==> src/hdl/srp_pkg.sv <==
// Shared types and constants for the shelf rectangle packer.
// No dependencies; used by every module of the block.
package srp_pkg;

	localparam int MAX_RECTS_DEF = 32;
	localparam int MAX_SIDE_DEF  = 4096;

	localparam int SIDE_W = 13;
	localparam int IDX_W  = 6;
	localparam int X_W    = 16;
	localparam int Y_W    = 18;
	localparam int AREA_W = 30;
	localparam int ROOT_W = 16;

	localparam logic [AREA_W-1:0] AREA_MAX = {AREA_W{1'b1}};

	// One rectangle as held in a sorting cell
	typedef struct packed {
		logic              valid;
		logic [IDX_W-1:0]  idx;
		logic [SIDE_W-1:0] w;
		logic [SIDE_W-1:0] h;
		logic [X_W-1:0]    x;
		logic [Y_W-1:0]    y;
	} rect_t;

	// Per-cycle command to the cell chain
	typedef struct packed {
		logic ins_en;
		logic shift_en;
	} cell_ctl_t;

	typedef enum logic [1:0] {
		ST_LOAD,
		ST_ROOT,
		ST_PLACE,
		ST_EMIT
	} state_t;

endpackage

==> src/hdl/srp_cell.sv <==
// One cell of the sorted rectangle chain: insert by height, shift toward head.
// Depends on srp_pkg.
module srp_cell (
	input  logic              clk,
	input  logic              arst_n,
	input  srp_pkg::cell_ctl_t ctl,
	input  srp_pkg::rect_t    new_item,
	input  srp_pkg::rect_t    up_item,
	input  logic              up_take,
	input  srp_pkg::rect_t    dn_item,
	output srp_pkg::rect_t    item,
	output logic              take
);

	srp_pkg::rect_t item_q;

	// Take the new request when empty or when it is at least as tall
	assign take = ctl.ins_en && (!item_q.valid || new_item.h >= item_q.h);
	assign item = item_q;

	// Hold, take from upstream, take the new request, or advance toward head
	always_ff @(posedge clk or negedge arst_n) begin
		if (!arst_n) begin
			item_q.valid <= 1'b0;
		end else if (ctl.shift_en) begin
			item_q <= dn_item;
		end else if (take) begin
			item_q <= up_take ? up_item : new_item;
		end
	end

endmodule

==> config.mk <==
export PLATFORM = sky130hd
export DESIGN_NAME = srp_cell
export DESIGN_NICKNAME = d
export VERILOG_FILES = /design/src/hdl/srp_pkg.sv /design/src/hdl/srp_cell.sv
export SDC_FILE = /design/constraint.sdc
export NUM_CORES = 1
export LEC_CHECK = 0
export BUFFER_PORTS_ARGS = -buffer_cell sky130_fd_sc_hd__buf_2
export CORE_AREA = 2 2 107 109
export CTS_BUF_LIST = sky130_fd_sc_hd__clkbuf_2
export CTS_CLUSTER_SIZE = 16
export DETAILED_ROUTE_END_ITERATION = 16
export DIE_AREA = 0 0 109 111
export PLACE_DENSITY_LB_ADDON = 0.05
export SETUP_SLACK_MARGIN = 0.02
export SYNTH_ARGS = -nofsm -noshare
export SYNTH_HDL_FRONTEND = slang
export SYNTH_SLANG_ARGS = --single-unit
==> constraint.sdc <==
create_clock -name clk -period 4.25 [get_ports clk]
set_clock_uncertainty 0.05 [all_clocks]
set_input_delay 0.6375 -clock clk [delete_from_list [all_inputs] [get_ports clk]]
set_output_delay 0.6375 -clock clk [all_outputs]
set_load 0.005 [all_outputs]
==> results.toml, run 1 <==
[final_layout]
seq_area_um2 = 2010
syn2layout_area_growth_pct = 43.3
largest_reg_flops = 67
drive_gt1_share_pct = 48.4
fin_util_pct = 48.6
fillCellCount = 1081
finalNetCount = 822
fin_area_um2 = 5380
multi_input_area_um2 = 1570

[clock_tree]
postCtsSetupBuffers = 0
worstSkewPairLatency_ns = 0.46
cts_tree = "done"
htreeDepth = 3
cts_root_buf = "clkbuf_2"
clk_path_buf_depth = 2
cts.sinks = 67
clk_pin_slew_ns = 0.21
cts_buffers = 9

[synth]
synthFlopType = "edfxtp_1"
synth_common_cells = "nand2_1 (69), o21ai_0 (68), edfxtp_1 (66), mux2i_1 (66)"
synth_compound_area_share_pct = 10.9
synth-xor-area-share_pct = 0
synth_top_family_by_area = "multiplexers"
synthAdderAreaFrac_pct = 4.33
synth_edf_count = 66
yosysSeqAreaShare_pct = 53.4
post_synth.cell_area_avg_um2 = 11.0
synth.most_common_cell = "nand2_1"
synth-simple-area-share_pct = 8.79
synthTopCellsByArea = "edfxtp_1 (53%), mux2i_1 (18%), o21ai_0 (9.1%), nand2_1 (6.9%), ha_1 (4.3%)"
synth_cell_types = 26
yosysTopAreaCell = "edfxtp_1"
ys_warn_count = 0
synth-async-reset-ratio_pct = 1.49
synth_seq_cells = 67
muxShareOfSynthArea_pct = 17.6
synth_top_area_share_pct = 52.8
syn-num-nets = 559
synth_area_um2 = 3760
synthCells = 340

[power]
power_switching_uw = 409
cellInternalPower_uw = 1270
power_density_nw_per_um2 = 313
power.leakage_uw = 0.00268
clkPwrFrac_pct = 32.8
seqPwrFrac_pct = 48.0
pwr-share-comb_pct = 19.2
ir_drop_mv = 0.148
sw_frac_of_total_pct = 24.3

[routing]
routedWlPerCell_um = 13.9
ant_nets = 0
drc = 0
vias_per_cell = 4.51
first_pass_iters = 4
drt_iter0_drc = 116
drt-total-wl_um = 10400
num_vias = 3388

[min_path]
hp-start = "dn_item[64]"
min_path_type = "in -> reg"
hold_path_depth = 3
hold_end = "item[64]"

[flow_run]
drv_cap = 0

[floorplan]
rows = 39
ios = 274
die_h_um = 111
die-area_um2 = 12100
start_util_pct = 33.9
die_w_um = 109
core_region_area_um2 = 11100

[worst_setup_path]
critPathLaunchType = "flop"
cp_data_required_time_ns = 3.56
cp_max_fo = 3
r2r_start = "item[42]"
rr_endpoint = "item[27]"
endpoint_kind = "primary output"
rr_worst_depth = 7
worstSetupPathType = "reg -> out"
arrival_ns = 2.03
r2r_slack_ns = 1.67

[timing]
maxSlewViolCount = 0
setup_viol = 0
hold_slack_ns = 0.375
fin_crit_sh_pct = 63.9
tightestPinTransition_ns = 1.10
fin_ws_ns = 1.53
achievable-frequency_ghz = 0.368
slew_headroom_pct = 26.6
period_needed_ns = 2.72
report.final.hold_viol_count = 0
rsz0062_at_grt = "false"
setup_tns_ns = 0

[grt]
grt_pass1_vias = 3279
antenna_found_initial = 1
grtUsageTotal_pct = 17.1
grt_pass1_wl_um = 15700
grt_max_degree = 82
overflow = 0

[placed_design]
dp_hpwl_um = 8240
place_area_um2 = 5180
io_buffer_count = 273
gp_congestion = 0.803
dpl_worst_slack_ns = 1.33

[status]
status = "complete, no violations"
critical path, stage by stage (launching register included):
cell	delay, ns
edfxtp_1	0.44
inv_1	0.08
ha_1	0.23
nand3_1	0.08
nand4b_1	0.15
nor4_2	0.25
a31oi_1	0.17
buf_2	0.17
how the worst max path moves through the flow:
stage | from | end | cells past startpoint
after floorplan | new_item[42] | item[0] | 6
after global placement | new_item[42] | item[12] | 7
after detailed placement | new_item[42] | item[15] | 7
after CTS | item[45] | take | 7
after global routing | item[42] | take | 7
final | item[45] | take | 7
cell usage in the layout (no fill, tap or decap):
cell           count
dfrtp_1            1
ha_1              13
o31ai_1            1
buf_4              3
o21ai_0           68
nor4_2             1
dlygate4sd3_1      1
a31oi_1            1
inv_1             13
bufinv_16          4
nor2b_1            1
clkinvlp_4         1
nand2_1           69
diode_2            1
inv_6              1
o21a_4             1
clkbuf_2          10
nor3_2             1
buf_2            271
edfxtp_1          66
a21o_1             1
a211oi_1           1
a21oi_1            4
nand3_2            1
nand3_1            1
o2111a_1           1
nor2_1             5
mux2i_1           66
nand4b_1           1
what timing repair did:
| item | in CTS | in global routing |
|---|---|---|
| gates resized for setup | 0 | 0 |
| hold endpoints to repair | 1 | 0 |
| hold buffers | 1 | 0 |
through the flow:
step	power, µW	instances
2_1_floorplan	977	340
3_3_place_gp	1150	734
3_5_place_dp	1150	734
4_1_cts	1710	751
5_1_grt	1780	752
6_report	1680	752
area by class of cell:
| cell class | instances | area share [%] |
|---|---|---|
| Inverter | 13 | 0.907 |
| Multi-Input combinational cell | 237 | 29.2 |
| Antenna cell | 1 | 0.0465 |
| Sequential cell | 67 | 37.3 |
| Clock inverter | 6 | 2.53 |
| Tap cell | 143 | 3.32 |
| Timing Repair Buffer | 275 | 25.8 |
| Clock buffer | 10 | 0.930 |
power by group through the flow:
stage               logic, µW  registers [µW]  clock network, µW
floorplan                 145             832                  0
global placement          328             823                  0
detailed placement        330             824                  0
CTS                       331             809                572
global route              367             815                602
finish                    323             808                552
metal layers:
| layer | share of wire, % | vias to the layer above | global-route usage (%) |
|---|---|---|---|
| met2 | 52 | 154 | 31.2 |
| met3 | 10 | 8 | 5.58 |
| met5 | 0 | - | 0 |
| met1 | 37 | 1468 | 17.9 |
| met4 | 1.2 | 0 | 6.32 |
| li1 | - | 1758 | - |
kinds of logic after synthesis:
| kind of cell | Yosys count |
|---|---|
| AND/OR/NAND/NOR | 80 |
| flip-flops | 67 |
| buffers and inverters | 36 |
| multiplexers | 66 |
| adder cells (fa/ha/maj) | 13 |
| AO/OA/AOI/OAI | 78 |
No activity file was read; power rests on OpenSTA's default activity.
==> run 2, diff against run 1 <==
--- a/config.mk
+++ b/config.mk
@@ -6,11 +6,12 @@
 export NUM_CORES = 1
 export LEC_CHECK = 0
 export BUFFER_PORTS_ARGS = -buffer_cell sky130_fd_sc_hd__buf_2
-export CORE_AREA = 2 2 107 109
+export CORE_ASPECT_RATIO = 0.75
+export CORE_MARGIN = 2
+export CORE_UTILIZATION = 38
 export CTS_BUF_LIST = sky130_fd_sc_hd__clkbuf_2
 export CTS_CLUSTER_SIZE = 16
 export DETAILED_ROUTE_END_ITERATION = 16
-export DIE_AREA = 0 0 109 111
 export PLACE_DENSITY_LB_ADDON = 0.05
 export SETUP_SLACK_MARGIN = 0.02
 export SYNTH_ARGS = -nofsm -noshare
==> constraint.sdc (replaced) <==
create_clock -name clk -period 2.5 [get_ports clk]
set_clock_uncertainty 0.05 [all_clocks]
set_input_delay 0.375 -clock clk [delete_from_list [all_inputs] [get_ports clk]]
set_output_delay 0.375 -clock clk [all_outputs]
set_load 0.005 [all_outputs]
==> results.toml, run 2 (synthesized netlist as in run 1, its figures left out) <==
[timing]
maxSlewViolCount = 0
fin_crit_sh_pct = 96.1
report.final.hold_viol_count = 0
hold_slack_ns = 0.122
tightestPinTransition_ns = 0.426
rsz0062_at_grt = "true"
period_needed_ns = 2.40
achievable-frequency_ghz = 0.416
slew_headroom_pct = 71.6
setup_viol = 0

[min_path]
hp-start = "dn_item[66]"
min_path_type = "in -> reg"

[placed_design]
place_area_um2 = 5270
gp_congestion = 0.820
dp_cells = 728
dp_hpwl_um = 8640
io_buffer_count = 273

[final_layout]
largest_reg_flops = 67
final_cells = 745
layout_common_cells = "buf_2 (271), nand2_1 (68), o21ai_0 (67)"
syn2layout_area_growth_pct = 45.3
drive_gt1_share_pct = 50.6
diodes = 0
fin_area_um2 = 5460
final_common_cell = "buf_2"
finalNetCount = 828

[floorplan]
rows = 31
ios = 274
core_region_area_um2 = 9620
die_h_um = 90.1
die_w_um = 119
start_util_pct = 39.0
die-area_um2 = 10700

[grt]
antenna_found_initial = 0
overflow = 0
grt_pass1_vias = 3473
grtUsageTotal_pct = 20.2
grt_max_degree = 81
grt_pass1_wl_um = 16900

[clock_tree]
cts.sinks = 67
clk_pin_slew_ns = 0.17
cts_buffers = 9
clk_path_buf_depth = 2
worstSkewPairLatency_ns = 0.46
cts_root_buf = "clkbuf_2"
cts_tree = "done"
htreeDepth = 3

[routing]
drt_iter0_drc = 132
drt-total-wl_um = 10800
routedWlPerCell_um = 14.5
vias_per_cell = 4.74
drc = 0
ant_nets = 0
num_vias = 3530
first_pass_iters = 4

[power]
power.leakage_uw = 0.00270
ir_drop_mv = 0.198
power_density_nw_per_um2 = 467

[worst_setup_path]
critPathLaunchType = "flop"
cp_max_fo = 2
cp_data_required_time_ns = 2.08
r2r_start = "item[35]"
setup.worst_path.start = "item[35]"
arrival_ns = 1.98
worstSetupPathType = "reg -> out"
endpoint_kind = "primary output"

[status]
status = "complete, no violations"

[flow_run]
drv_cap = 0
[run 2: metrics by stage]
stage          setup TNS [ns]  setup slack [ns]  total power [µW]  utilization [%]
6_report                    0            0.0965              2550             56.7
5_1_grt               -0.0788           -0.0788              2710             56.7
4_1_cts                     0            0.0488              2570             56.0
3_5_place_dp                0             0.289              1980             54.8
3_3_place_gp                0             0.307              1970             54.8
2_1_floorplan               0             0.198              1660                -
[run 2: power breakdown]
part           switching [µW]  total [µW]  internal, µW
Clock                     351         578           227
Sequential               26.5        1370          1350
Combinational             290         598           309
[run 2: timing repair]
item | in CTS | in global routing
pin swaps | 1 | 6
setup endpoints to repair | 1 | 1
hold buffers | 1 | 0
resized for setup | 1 | 13
hold endpoints to repair | 1 | 0
buffers inserted | 1 | 0
[run 2: layout make-up]
cell class,instances,area (µm²)
clock inverters,4,42.5
multi-input cells,237,1640
fillers,905,4160
inverters,13,48.8
clock buffers,11,55.1
flip-flops and latches,67,2010
repair buffers,281,1500
well taps,132,165
[run 2: worst max-delay path: stages (launching register included)]
cell,delay [ns]
edfxtp_1,0.47
inv_2,0.10
ha_4,0.20
o21ai_2,0.14
a21oi_2,0.06
o31ai_2,0.25
a31oi_1,0.14
buf_2,0.16
[run 2: path summary, 6_finish.rpt]
path | end | slack (ns) | cells after the start
max in group asynchronous | item[66] | 2.13 | 2
min in group asynchronous | item[66] | 0.18 | 2
worst max register to register | item[33] | 0.29 | 9
worst max-delay path | take | 0.1 | 7
worst min register to register | item[66] | 0.68 | 4
worst min-delay path | item[66] | 0.12 | 3
[run 2: metal layers]
layer	up-vias	share of wire (%)	track usage [%]
met4	0	1.8	7.64
met3	18	9.2	6.73
met5	-	0	0
met2	160	52	35.9
met1	1585	37	22.3
li1	1767	-	-
==> run 3, diff against run 2 <==
--- a/config.mk
+++ b/config.mk
@@ -5,7 +5,7 @@
 export SDC_FILE = /design/constraint.sdc
 export NUM_CORES = 1
 export LEC_CHECK = 0
-export BUFFER_PORTS_ARGS = -buffer_cell sky130_fd_sc_hd__buf_2
+export BUFFER_PORTS_ARGS = -buffer_cell sky130_fd_sc_hd__buf_4
 export CORE_ASPECT_RATIO = 0.75
 export CORE_MARGIN = 2
 export CORE_UTILIZATION = 38
==> constraint.sdc (replaced) <==
create_clock -name clk -period 2.1 [get_ports clk]
set_clock_uncertainty 0.05 [all_clocks]
set_input_delay 0.315 -clock clk [delete_from_list [all_inputs] [get_ports clk]]
set_output_delay 0.315 -clock clk [all_outputs]
set_load 0.005 [all_outputs]
==> results.toml, run 3 (synthesized netlist as in run 1, its figures left out) <==
[floorplan]
rows = 31
start_util_pct = 39.0
die_h_um = 90.1
ios = 274
die_w_um = 119
die-area_um2 = 10700
core_region_area_um2 = 9620

[final_layout]
drive_gt1_share_pct = 52.1
diodes = 0
finalNetCount = 860
final_common_cell = "buf_4"
layout_common_cells = "buf_4 (282), nand2_1 (67), o21ai_0 (67)"
fillCellCount = 772
largest_reg_flops = 67
final_cells = 777
syn2layout_area_growth_pct = 76.3

[worst_setup_path]
worstSetupPathType = "reg -> out"
rr_endpoint = "item[14]"
critPathLaunchType = "flop"
arrival_ns = 1.97
critPathMaxStageDelay_ns = 0.45
r2r_slack_ns = -0.17
r2r_start = "item[46]"
crit_path_top_delay_cell = "edfxtp_1"
setup.worst_path.start = "item[46]"
cp_data_required_time_ns = 1.74
endpoint_kind = "primary output"
cp_max_fo = 3
cp_cell_sequence = "inv_2 -> ha_4 -> nand2_2 -> nand4b_1 -> nor4_2 -> a31oi_2 -> buf_4"
rr_worst_depth = 10

[routing]
first_pass_iters = 5
drc = 0
num_vias = 3688
drt-total-wl_um = 12000
vias_per_cell = 4.75
routedWlPerCell_um = 15.4
ant_nets = 0
drt_iter0_drc = 121

[placed_design]
gp_congestion = 0.790
io_buffer_count = 273
dp_cells = 730
dp_hpwl_um = 8970

[timing]
fin_crit_sh_pct = 111
setup_viol = 67
maxSlewViolCount = 0
slew_headroom_pct = 78.9
report.final.hold_viol_count = 0
period_needed_ns = 2.33
achievable-frequency_ghz = 0.429
rsz0062_at_grt = "true"
setup_tns_ns = -9.01
tightestPinTransition_ns = 0.317
fin_ws_ns = -0.231

[grt]
grt_max_degree = 72
grt_pass1_wl_um = 18100
grt_pass1_vias = 3500
antenna_found_initial = 0
overflow = 0
grtUsageTotal_pct = 21.8

[clock_tree]
worstSkewPairLatency_ns = 0.49
cts_root_buf = "clkbuf_2"
cts.sinks = 67
cts_tree = "done"
cts_buffers = 9
clk_pin_slew_ns = 0.21
htreeDepth = 3
clk_path_buf_depth = 2

[power]
clkPwrFrac_pct = 24.9
power_switching_uw = 909
power.leakage_uw = 0.00313
cellInternalPower_uw = 2610
power_density_nw_per_um2 = 532
ir_drop_mv = 0.379
pwr-share-comb_pct = 28.6
seqPwrFrac_pct = 46.5
sw_frac_of_total_pct = 25.8

[min_path]
hold_path_depth = 3
hp-start = "dn_item[40]"
min_path_type = "in -> reg"
hold_end = "item[40]"

[flow_run]
drv_cap = 0

[status]
violations = "setup timing"
status = "finished with violations"
run 3: stage by stage:
stage | setup WS, ns | instance area (µm²) | hold WS [ns] | power (µW) | util [%]
floorplan | -0.185 | 3790 | -0.0306 | 1980 | -
global placement | -0.0370 | 5990 | 0.0494 | 2510 | 62.2
detailed placement | -0.0339 | 5990 | 0.0502 | 2530 | 62.2
CTS | -0.279 | 6620 | 0.000884 | 3560 | 68.8
global route | -0.400 | 6620 | 0.000924 | 3700 | 68.8
finish | -0.231 | 6620 | 0.0406 | 3520 | 68.8
run 3: layout make-up:
class / count / area, µm² / area share [%]
Clock buffer: 9 / 45.0 / 0.680
Sequential cell: 67 / 2010 / 30.3
Multi-Input combinational cell: 237 / 1700 / 25.7
Clock inverter: 6 / 90.1 / 1.36
Inverter: 13 / 48.8 / 0.737
Timing Repair Buffer: 313 / 2560 / 38.7
Tap cell: 132 / 165 / 2.49
run 3: metal layers:
| layer | wire, µm | global-route usage, % | vias to the layer above |
|---|---|---|---|
| li1 | - | - | 1834 |
| met5 | 0 | 0 | - |
| met2 | 6300 | 39.7 | 158 |
| met1 | 4540 | 24.2 | 1679 |
| met3 | 941 | 7.11 | 17 |
| met4 | 211 | 6.35 | 0 |
run 3: power by group through the flow:
stage | Clock [µW] | Combinational, µW | Sequential, µW
final | 878 | 1010 | 1640
after global routing | 957 | 1090 | 1650
after CTS | 898 | 1030 | 1640
after detailed placement | 0 | 862 | 1670
after global placement | 0 | 850 | 1660
after floorplan | 0 | 300 | 1680
run 3: timing repair:
item | 4_1_cts | 5_1_grt
cloned | 7 | 0
pin swaps | 3 | 7
setup buffers | 11 | 6
endpoints found under the setup margin | 67 | 67
endpoints found under the hold margin | 13 | 2
hold buffers | 13 | 2
gates resized for setup | 18 | 18
run 3: critical path, delay by kind of cell (launching register included):
family                   cells  cell delay (ns)
buffers and inverters        2             0.25
flip-flops                   1             0.45
AO/OA/AOI/OAI                1             0.13
adder cells (fa/ha/maj)      1             0.20
AND/OR/NAND/NOR              3             0.45
run 3: worst max path at each step:
stage / slack (ns) / end / cells past startpoint
2_1_floorplan: -0.18 / item[0] / 7
3_3_place_gp: -0.04 / item[7] / 8
3_5_place_dp: -0.03 / item[39] / 8
4_1_cts: -0.28 / take / 7
5_1_grt: -0.40 / take / 7
6_report: -0.23 / take / 7
