==> src/hdl/srp_pkg.sv <==
// Shared types and constants for the shelf rectangle packer.
// No dependencies; used by every module of the block.
package srp_pkg;

	localparam int MAX_RECTS_DEF = 32;
	localparam int MAX_SIDE_DEF  = 4096;

	localparam int SIDE_W = 13;
	localparam int IDX_W  = 6;
	localparam int X_W    = 16;
	localparam int Y_W    = 18;
	localparam int AREA_W = 30;
	localparam int ROOT_W = 16;

	localparam logic [AREA_W-1:0] AREA_MAX = {AREA_W{1'b1}};

	// One rectangle as held in a sorting cell
	typedef struct packed {
		logic              valid;
		logic [IDX_W-1:0]  idx;
		logic [SIDE_W-1:0] w;
		logic [SIDE_W-1:0] h;
		logic [X_W-1:0]    x;
		logic [Y_W-1:0]    y;
	} rect_t;

	// Per-cycle command to the cell chain
	typedef struct packed {
		logic ins_en;
		logic shift_en;
	} cell_ctl_t;

	typedef enum logic [1:0] {
		ST_LOAD,
		ST_ROOT,
		ST_PLACE,
		ST_EMIT
	} state_t;

endpackage

==> src/hdl/srp_sqrt.sv <==
// Bit-serial integer square root with ceiling, one result bit per cycle.
// Depends on srp_pkg.
module srp_sqrt (
	input  logic                          clk,
	input  logic                          arst_n,
	input  logic                          start,
	input  logic [srp_pkg::AREA_W-1:0]    value,
	output logic                          done,
	output logic [srp_pkg::ROOT_W-1:0]    root
);

	localparam int W = srp_pkg::AREA_W + 1;
	localparam logic [W-1:0] ONE_TOP = W'(1) << (srp_pkg::AREA_W - 2);

	logic [W-1:0] op_q, res_q, one_q;
	logic         busy_q, done_q;
	logic [W-1:0] trial;

	assign trial = res_q + one_q;

	// Iterate one result bit per cycle
	always_ff @(posedge clk or negedge arst_n) begin
		if (!arst_n) begin
			busy_q <= 1'b0;
			done_q <= 1'b0;
		end else begin
			done_q <= 1'b0;
			if (start) begin
				busy_q <= 1'b1;
				op_q   <= W'(value);
				res_q  <= '0;
				one_q  <= ONE_TOP;
			end else if (busy_q) begin
				if (op_q >= trial) begin
					op_q  <= op_q - trial;
					res_q <= (res_q >> 1) + one_q;
				end else begin
					res_q <= res_q >> 1;
				end
				one_q <= one_q >> 2;
				if (one_q == W'(1)) begin
					busy_q <= 1'b0;
					done_q <= 1'b1;
				end
			end
		end
	end

	// Round up when a remainder is left
	assign done = done_q;
	assign root = res_q[srp_pkg::ROOT_W-1:0] + srp_pkg::ROOT_W'(op_q != '0);

endmodule
==> config.mk <==
export PLATFORM = sky130hd
export DESIGN_NAME = srp_sqrt
export DESIGN_NICKNAME = d
export VERILOG_FILES = /design/src/hdl/srp_pkg.sv /design/src/hdl/srp_sqrt.sv
export SDC_FILE = /design/constraint.sdc
export NUM_CORES = 1
export LEC_CHECK = 0
export ABC_AREA = 0
export BUFFER_PORTS_ARGS = -buffer_cell sky130_fd_sc_hd__clkbuf_2
export CAP_MARGIN = 20
export CORE_MARGIN = 1
export CORE_UTILIZATION = 50
export DETAILED_ROUTE_END_ITERATION = 12
export PLACE_DENSITY = 0.68
export SYNTH_ARGS = -nofsm -noshare
export SYNTH_HDL_FRONTEND = slang
export SYNTH_SLANG_ARGS = --single-unit
==> constraint.sdc <==
create_clock -name clk -period 9.65 [get_ports clk]
set_clock_uncertainty 0.2 [all_clocks]
set_input_delay 0.965 -clock clk [delete_from_list [all_inputs] [get_ports clk]]
set_output_delay 0.965 -clock clk [all_outputs]
set_load 0.005 [all_outputs]
==> qor.csv, run 1 <==
metric,value,unit
WP data required,9460,ps
Top Layer Used,met4,
most frequent cells in the layout,"110 x nand2_1, 109 x nor2_1, 93 x ha_1, 93 x edfxtp_1, 78 x a21oi_1",
crit share post-route,0.641,
Worst Path Arrival,6000,ps
Pre-antenna DRT Iters,6,
CP Launch Type,register,
core area,18300,um^2
worst hold path type,reg -> reg,
Max stage delay on crit path,630,ps
post-CTS setup buffers,0,
antenna fix cells,0,
I/O Buffers,49,
IO Count,50,
row cnt,49,
Final GP Congestion,0.921,
number of global-route vias before repair,7697,
Final min period,6190,ps
CP max FO,30,
max-slew violations,0,
Clock Pin Slew Worst Setup and Hold Paths,70,ps
# DRC,0,
routed metal-1 wire length,11600,um
slew margin rel.,0.391,
Async SR Flop Fraction,0.0211,
CTS tree,yes,
Synthesized Nets,1189,
WL final,24600,um
CP Cell Sequence,"ha_1, nor2b_1, o21a_1, o21ai_0, a211o_1, nand3b_1, a31oi_1, o21ai_0, a21o_1, a21oi_1, xor2_1, ha_1, nand2_1, nor3_1, and4_1, a41oi_1, o211ai_4, nand3_2, a21boi_2, buf_4",
GRT overflow,0,
area added between synthesis and finish,7.26,%
Yosys Warn Count,0,
initial core utilization,0.517,
max cap viols,0,
"Seq/Total Area, Yosys",0.301,
die area,19400,um^2
antenna-violating nets left,0,
CTS Hold Buffers Added,0,
H-tree depth,3,
Mapped Area,9450,um^2
clock buffer depth,2,
Detailed Place HPWL,18000,um
"commonest non-fill, non-tap cell in the layout",nand2_1,
initial antenna violation count,0,
CP Capture Type,register,
CP max-delay cell,nand3_2,
RSZ-0062 raised after global routing,false,
setup tns final,0,ps
met3 wire len,935,um
internal reg-to-reg setup slack,3460,ps
Yosys cell types,75,
"EDFF count, synth",93,
Root Buffer,clkbuf_16,
DR vias,8051,
critical path type,reg -> reg,
Final nets,1214,
die width,139,um
PostCTS Resize Cnt,0,
"delay-heaviest family, CP",compound AO/OA/AOI/OAI gates,
Final Hold Fails,0,
met2 WL,11800,um
average wire per standard cell,18.7,um
worst skew pair latency,360,ps
CP bufs+invs,1,
CTS sink count,95,
Synth Flop Type,edfxtp_1,
GR Util All Layers,0.260,
#FFs+latches synth,95,
fmax,0.162,GHz
Num CTS Buffers,9,
first-pass GRT wire length,40200,um
Post-Synthesis Cells,1060,
Syn Area/Cell,8.91,um^2
final setup vio count,0,
WHS,498,ps
layout cells sized above 1,0.102,
worst slew pin tran,913,ps
Die Ht,139,um
pin count of the biggest net entering global routing,67,
Iteration-0 DRC Markers,538,
outcome,"complete, no violations",
vias per inst,6.10,
[worst register-to-register path, stage by stage, from the launching register on]
cell      delay (ps)
edfxtp_1         520
ha_1             380
nor2b_1          140
o21a_1           170
o21ai_0          330
a211o_1          200
nand3b_1         130
a31oi_1          240
o21ai_0          170
a21o_1           200
a21oi_1          160
xor2_1            90
ha_1             350
nand2_1          110
nor3_1           330
and4_1           260
a41oi_1          210
o211ai_4         230
nand3_2          630
a21boi_2         330
buf_4            400
[cell families (layout without fill, tap and decap cells)]
family / after synthesis / count (layout) / synth area share
fa+ha+maj: 96 / 96 / 0.130
simple gates: 374 / 374 / 0.187
mux: 30 / 30 / 0.0318
flops: 95 / 95 / 0.301
compound gates: 300 / 300 / 0.231
xor+xnor: 93 / 93 / 0.0862
buf+inv: 72 / 102 / 0.0328
[Yosys cell counts (all sizes together) (7+ instances only)]
master  count  area share
o21bai      7      0.0056
nand2b     17       0.011
xor2       41       0.038
mux2i      30       0.032
nor2      110       0.044
nand2     111       0.045
nor4       16       0.011
buf         8      0.0074
a211oi      8      0.0064
clkbuf     32       0.013
nand3      32       0.017
a21o       44       0.035
inv        31       0.012
xnor2      52       0.048
edfxtp     93        0.30
o21ai      44       0.024
o31ai      26       0.021
o21a       17       0.014
nand4      21       0.014
nor3       21       0.012
o211ai     15       0.013
ha         93        0.12
a21oi      82       0.046
nor2b      12      0.0079
and3        8      0.0053
a311oi     22       0.032
[routing by layer]
layer / vias up / global-route usage
met5: - / 0
met4: 0 / 0.0731
met3: 20 / 0.0248
met2: 165 / 0.449
met1: 3847 / 0.345
li1: 4019 / -
[cell type report]
type / count / area, um^2
Clock buffer: 9 / 225
Clock inverter: 7 / 71.3
Fill cell: 1675 / 8140
Inverter: 32 / 120
Multi-Input combinational cell: 893 / 6300
Sequential cell: 95 / 2850
Tap cell: 229 / 287
Timing Repair Buffer: 54 / 285
[path summary, 6_finish.rpt]
kind / cells after the start / from / endpoint
worst max-delay path: 20 / res_q[2]$_SDFFCE_PP0P_ / op_q[29]$_DFFE_PP_
worst min-delay path: 2 / one_q[0]$_SDFFCE_PP0P_ / one_q[0]$_SDFFCE_PP0P_
worst max register to register: 20 / res_q[2]$_SDFFCE_PP0P_ / op_q[29]$_DFFE_PP_
worst min register to register: 2 / one_q[0]$_SDFFCE_PP0P_ / one_q[0]$_SDFFCE_PP0P_
max in group asynchronous: 2 / arst_n / busy_q$_DFF_PN0_
min in group asynchronous: 2 / arst_n / done$_DFF_PN0_
[state kept, by name, indices dropped and copies added (netlist names)]
name,flops
done,1
busy_q,1
res_q,31
op_q,31
one_q,31
[per-stage QoR]
step           instance area [um^2]  worst slack [ps]  instances  utilization
2_1_floorplan                  9450              2660       1060            -
3_3_place_gp                   9840              3760       1303        0.538
3_5_place_dp                   9840              3550       1303        0.538
4_1_cts                       10100              3530       1319        0.555
5_1_grt                       10100              3090       1319        0.555
6_report                      10100              3460       1319        0.555
Power of run 1 is not shown: default switching activity piles up to over one toggle a cycle in this logic, so the estimate is an artifact.
==> run 2, diff against run 1 <==
--- a/config.mk
+++ b/config.mk
@@ -5,7 +5,7 @@
 export SDC_FILE = /design/constraint.sdc
 export NUM_CORES = 1
 export LEC_CHECK = 0
-export ABC_AREA = 0
+export ABC_AREA = 1
 export BUFFER_PORTS_ARGS = -buffer_cell sky130_fd_sc_hd__clkbuf_2
 export CAP_MARGIN = 20
 export CORE_MARGIN = 1
==> constraint.sdc (replaced) <==
create_clock -name clk -period 6.42 [get_ports clk]
set_clock_uncertainty 0.2 [all_clocks]
set_input_delay 0.642 -clock clk [delete_from_list [all_inputs] [get_ports clk]]
set_output_delay 0.642 -clock clk [all_outputs]
set_load 0.005 [all_outputs]
==> qor.csv, run 2 <==
metric,value,unit
vias per inst,5.46,
GR Util All Layers,0.311,
CP Capture Type,register,
worst skew pair latency,360,ps
Synth area leader,edfxtp_1,
cell with the most instances after synthesis,nand2_1,
Worst Path Arrival,5640,ps
RSZ-0062 raised after global routing,false,
H-tree depth,3,
synth top area cells,"edfxtp_1 26%, nand2_1 20%, ha_1 11%",
critical path type,reg -> reg,
initial antenna violation count,0,
first-pass GRT wire length,52900,um
area added between synthesis and finish,7.80,%
# DRC,0,
"commonest non-fill, non-tap cell in the layout",nand2_1,
Syn Area/Cell,6.45,um^2
Root Buffer,clkbuf_16,
Final min period,5610,ps
Final Hold Fails,0,
most frequent cells in the layout,"571 x nand2_1, 196 x nor2_1, 190 x inv_1",
Multi-input gate area,6960,um^2
Post-Synthesis Cells,1648,
CP max-delay cell,a21boi_0,
Async SR Flop Fraction,0.0211,
CTS sink count,95,
pin count of the biggest net entering global routing,66,
critical path's most frequent cell,nand2_1,
Placement Setup Slack,985,ps
antenna fix cells,0,
CP Cell Sequence,"ha_1, a21oi_1, nand2_1, a21boi_0, o21ai_0, nand2_1, nand2_1, nand2_1, nand2_1, nand2_1, nand2_1, ha_1, nand2_1, nor2_1, nand3_1, nor2_1, nand4_1, nand3_4, buf_4, nand2_4, inv_2, nand3_1, nand2_1",
CP max FO,52,
CTS tree,yes,
number of global-route vias before repair,9809,
Commonest cells post-synth,"571 x nand2_1, 197 x nor2_1, 190 x inv_1, 108 x nand3_1",
Pre-antenna DRT Iters,8,
initial core utilization,0.517,
Yosys cell types,38,
WP data required,6450,ps
IO Count,50,
GRT overflow,0,
row cnt,52,
max-slew violations,0,
Clock Pin Slew Worst Setup and Hold Paths,80,ps
Max stage delay on crit path,540,ps
Iteration-0 DRC Markers,990,
die width,148,um
Layout fillers,2108,
share of the synthesized area in the top cell type,0.263,
post-CTS setup buffers,0,
FF+latch area,2840,um^2
average wire per standard cell,17.1,um
#FFs+latches synth,95,
CTS Hold Buffers Added,0,
"EDFF count, synth",93,
core area,20600,um^2
Final GP Congestion,0.945,
Synth Flop Type,edfxtp_1,
layout cells sized above 1,0.0496,
outcome,"complete, no violations",
Final nets,1816,
"Seq/Total Area, Yosys",0.267,
Detailed Place HPWL,26500,um
Die Ht,148,um
PostCTS Resize Cnt,0,
CP Launch Type,register,
Synthesized Nets,1777,
R2R depth,23,
I/O Buffers,49,
DR vias,10714,
setup tns final,0,ps
Yosys Warn Count,0,
final setup vio count,0,
worst slew pin tran,899,ps
max cap viols,0,
die area,21900,um^2
WL final,33500,um
clock buffer depth,2,
antenna-violating nets left,0,
slew margin rel.,0.399,
crit share post-route,0.873,
worst setup margin,813,ps
Regs by FF count,"one_q: 31 flops, op_q: 31 flops, res_q: 31 flops",
Num CTS Buffers,9,
worst hold path type,in -> async,
fmax,0.178,GHz
WHS,336,ps
Mapped Area,10600,um^2
run 2: changes by cell type in the layout (fill, tap and decap cells not counted), sizes merged, moves of 35 or more:
cell and change:
nand3 +77, nor2 +89, a21o -35, inv +161
nand2 +463, o21ai +35
run 2: logic make-up (layout without fill, tap and decap cells):
| kind of cell | Yosys count | in the layout | share of synthesized area |
|---|---|---|---|
| flip-flops | 95 | 95 | 0.267 |
| AND/OR/NAND/NOR | 949 | 949 | 0.366 |
| adder cells (fa/ha/maj) | 96 | 96 | 0.115 |
| AO/OA/AOI/OAI | 219 | 219 | 0.115 |
| XOR/XNOR | 69 | 69 | 0.0568 |
| buffers and inverters | 220 | 264 | 0.0795 |
run 2: through the flow:
| stage | cells | util | instance area, um^2 |
|---|---|---|---|
| CTS | 1962 | 0.558 | 11500 |
| global placement | 1946 | 0.543 | 11200 |
| finish | 1962 | 0.558 | 11500 |
| global route | 1962 | 0.558 | 11500 |
| floorplan | 1648 | - | 10600 |
| detailed placement | 1946 | 0.543 | 11200 |
run 2: area by class of cell:
| type | instances | share of cell area |
|---|---|---|
| Multi-Input combinational cell | 1333 | 0.607 |
| Clock buffer | 11 | 0.0212 |
| Sequential cell | 95 | 0.248 |
| Timing Repair Buffer | 56 | 0.0260 |
| Clock inverter | 5 | 0.00567 |
| Inverter | 192 | 0.0629 |
| Tap cell | 270 | 0.0295 |
run 2: path summary, 6_finish.rpt:
path / to / start / slack [ps]
worst min register to register: res_q[0]$_SDFFCE_PP0P_ / res_q[0]$_SDFFCE_PP0P_ / 430
min in group clk: op_q[28]$_DFFE_PP_ / value[28] / 340
worst min-delay path: done$_DFF_PN0_ / arst_n / 340
worst max-delay path: op_q[18]$_DFFE_PP_ / res_q[2]$_SDFFCE_PP0P_ / 810
max in group asynchronous: busy_q$_DFF_PN0_ / arst_n / 5140
worst max register to register: op_q[18]$_DFFE_PP_ / res_q[2]$_SDFFCE_PP0P_ / 810
run 2: metal layers:
layer / vias to the layer above / routed length [um] / global-route usage
met5: - / 0 / 0
met4: 0 / 445 / 0.0629
met3: 29 / 2120 / 0.0352
met2: 348 / 14300 / 0.479
met1: 4848 / 16600 / 0.465
li1: 5489 / - / -
run 2: critical path: cells and delay by family, from the launching register on:
family          cells  cell delay (ps)
flops               1              520
simple gates       16             2090
buf+inv             2              820
compound gates      3             1020
fa+ha+maj           2              750
Power of run 2 is left out for the same reason.
==> run 3, diff against run 2 <==
--- a/config.mk
+++ b/config.mk
@@ -5,13 +5,12 @@
 export SDC_FILE = /design/constraint.sdc
 export NUM_CORES = 1
 export LEC_CHECK = 0
-export ABC_AREA = 1
 export BUFFER_PORTS_ARGS = -buffer_cell sky130_fd_sc_hd__clkbuf_2
 export CAP_MARGIN = 20
 export CORE_MARGIN = 1
 export CORE_UTILIZATION = 50
 export DETAILED_ROUTE_END_ITERATION = 12
-export PLACE_DENSITY = 0.68
+export PLACE_DENSITY = 0.78
 export SYNTH_ARGS = -nofsm -noshare
 export SYNTH_HDL_FRONTEND = slang
 export SYNTH_SLANG_ARGS = --single-unit
==> qor.csv, run 3 (same netlist as run 1, synthesis figures left out) <==
metric,value,unit
Num CTS Buffers,9,
max cap viols,0,
number of global-route vias before repair,7625,
Die Ht,139,um
# DRC,0,
max-slew violations,0,
most frequent cells in the layout,"110 x nand2_1, 109 x nor2_1, 93 x ha_1, 93 x edfxtp_1, 78 x a21oi_1",
critical path type,reg -> reg,
antenna-violating nets left,0,
fmax,0.176,GHz
layout cells sized above 1,0.102,
Max stage delay on crit path,530,ps
first-pass GRT wire length,39200,um
Final Hold Fails,0,
Clock Pin Slew Worst Setup and Hold Paths,70,ps
final non-filler cell total,1321,
CP max FO,25,
CP bufs+invs,1,
Layout Utilization,0.555,
CP Launch Type,register,
PostCTS Resize Cnt,0,
CP Cell Sequence,"ha_1, nor2b_1, o21a_1, o21ai_0, a211o_1, nand3b_1, a31oi_1, o21ai_0, a21o_1, a21oi_1, xor2_1, ha_1, nand2_1, nor3_1, and4_1, a41oi_1, o211a_1, nor2_2, buf_4, nand3_1, o21ai_0",
setup tns final,0,ps
pin count of the biggest net entering global routing,65,
initial core utilization,0.517,
WL final,24200,um
WP data required,6410,ps
worst slew pin tran,889,ps
CTS sink count,95,
die area,19400,um^2
area added between synthesis and finish,7.36,%
vias per inst,6.14,
CTS tree,yes,
grt met3 use,0.0423,
final setup vio count,0,
outcome,"complete, no violations",
met2 Track Usage GR,0.436,
Pre-antenna DRT Iters,5,
worst setup margin,735,ps
clock buffer depth,2,
Worst Path Arrival,5680,ps
Root Buffer,clkbuf_16,
row cnt,49,
antenna fix cells,0,
RSZ-0062 raised after global routing,false,
slew margin rel.,0.407,
critical path's most frequent cell,o21ai_0,
"commonest non-fill, non-tap cell in the layout",nand2_1,
CP Capture Type,register,
worst hold path type,in -> reg,
Detailed Place HPWL,18100,um
die width,139,um
CP max-delay cell,edfxtp_1,
GR Util All Layers,0.255,
worst skew pair latency,360,ps
Placement Setup Slack,797,ps
GRT overflow,0,
I/O Buffers,49,
Iteration-0 DRC Markers,562,
Regs by FF count,"one_q: 31 flops, op_q: 31 flops, res_q: 31 flops",
Final min period,5690,ps
Final GP Congestion,0.951,
CTS Hold Buffers Added,0,
GR peak layer,met2,
"delay-heaviest family, CP",compound AO/OA/AOI/OAI gates,
DR vias,8109,
H-tree depth,3,
initial antenna violation count,0,
IO Count,50,
average wire per standard cell,18.3,um
GR Util met1,0.330,
post-CTS setup buffers,0,
Final nets,1216,
crit share post-route,0.886,
core area,18300,um^2
placed insts,1305,
run 3: cell types whose count changed in the layout (fill, tap and decap cells not counted), sizes merged, moves of 26 or more:
cell,change
a21o,+35
inv,-161
mux2i,+30
nand2,-463
nand3,-77
nor2,-89
o21ai,-35
o31ai,+26
run 3: routing by layer:
metal / part of all wire / up-vias
met3: 0.049 / 30
met2: 0.48 / 183
met5: 0 / -
li1: - / 4027
met4: 0.018 / 0
met1: 0.45 / 3869
run 3: worst register-to-register path: stages, from the launching register on:
cell	delay (ps)
edfxtp_1	530
ha_1	390
nor2b_1	140
o21a_1	170
o21ai_0	320
a211o_1	200
nand3b_1	140
a31oi_1	240
o21ai_0	170
a21o_1	200
a21oi_1	160
xor2_1	90
ha_1	350
nand2_1	120
nor3_1	310
and4_1	240
a41oi_1	200
o211a_1	260
nor2_2	190
buf_4	350
nand3_1	280
o21ai_0	250
run 3: path summary, 6_finish.rpt:
path	from	end	slack (ps)	cells after the start
setup / recovery	res_q[2]$_SDFFCE_PP0P_	op_q[26]$_DFFE_PP_	730	21
hold / removal	value[28]	op_q[28]$_DFFE_PP_	360	3
setup reg to reg	res_q[2]$_SDFFCE_PP0P_	op_q[26]$_DFFE_PP_	730	21
hold reg to reg	one_q[0]$_SDFFCE_PP0P_	one_q[0]$_SDFFCE_PP0P_	500	2
max in group asynchronous	arst_n	busy_q$_DFF_PN0_	4940	2
min in group asynchronous	arst_n	busy_q$_DFF_PN0_	590	2
run 3: through the flow:
step | hold WS (ps) | area (um^2)
2_1_floorplan | 146 | 9450
3_3_place_gp | 450 | 9850
3_5_place_dp | 479 | 9850
4_1_cts | 348 | 10100
5_1_grt | 368 | 10100
6_report | 358 | 10100
run 3: final cells by class:
class,count,area (um^2)
clock inverters,5,58.8
well taps,229,287
multi-input cells,893,6300
clock buffers,11,233
flip-flops and latches,95,2850
repair buffers,56,300
fillers,1663,8130
inverters,32,120
Power of run 3 is left out for the same reason.
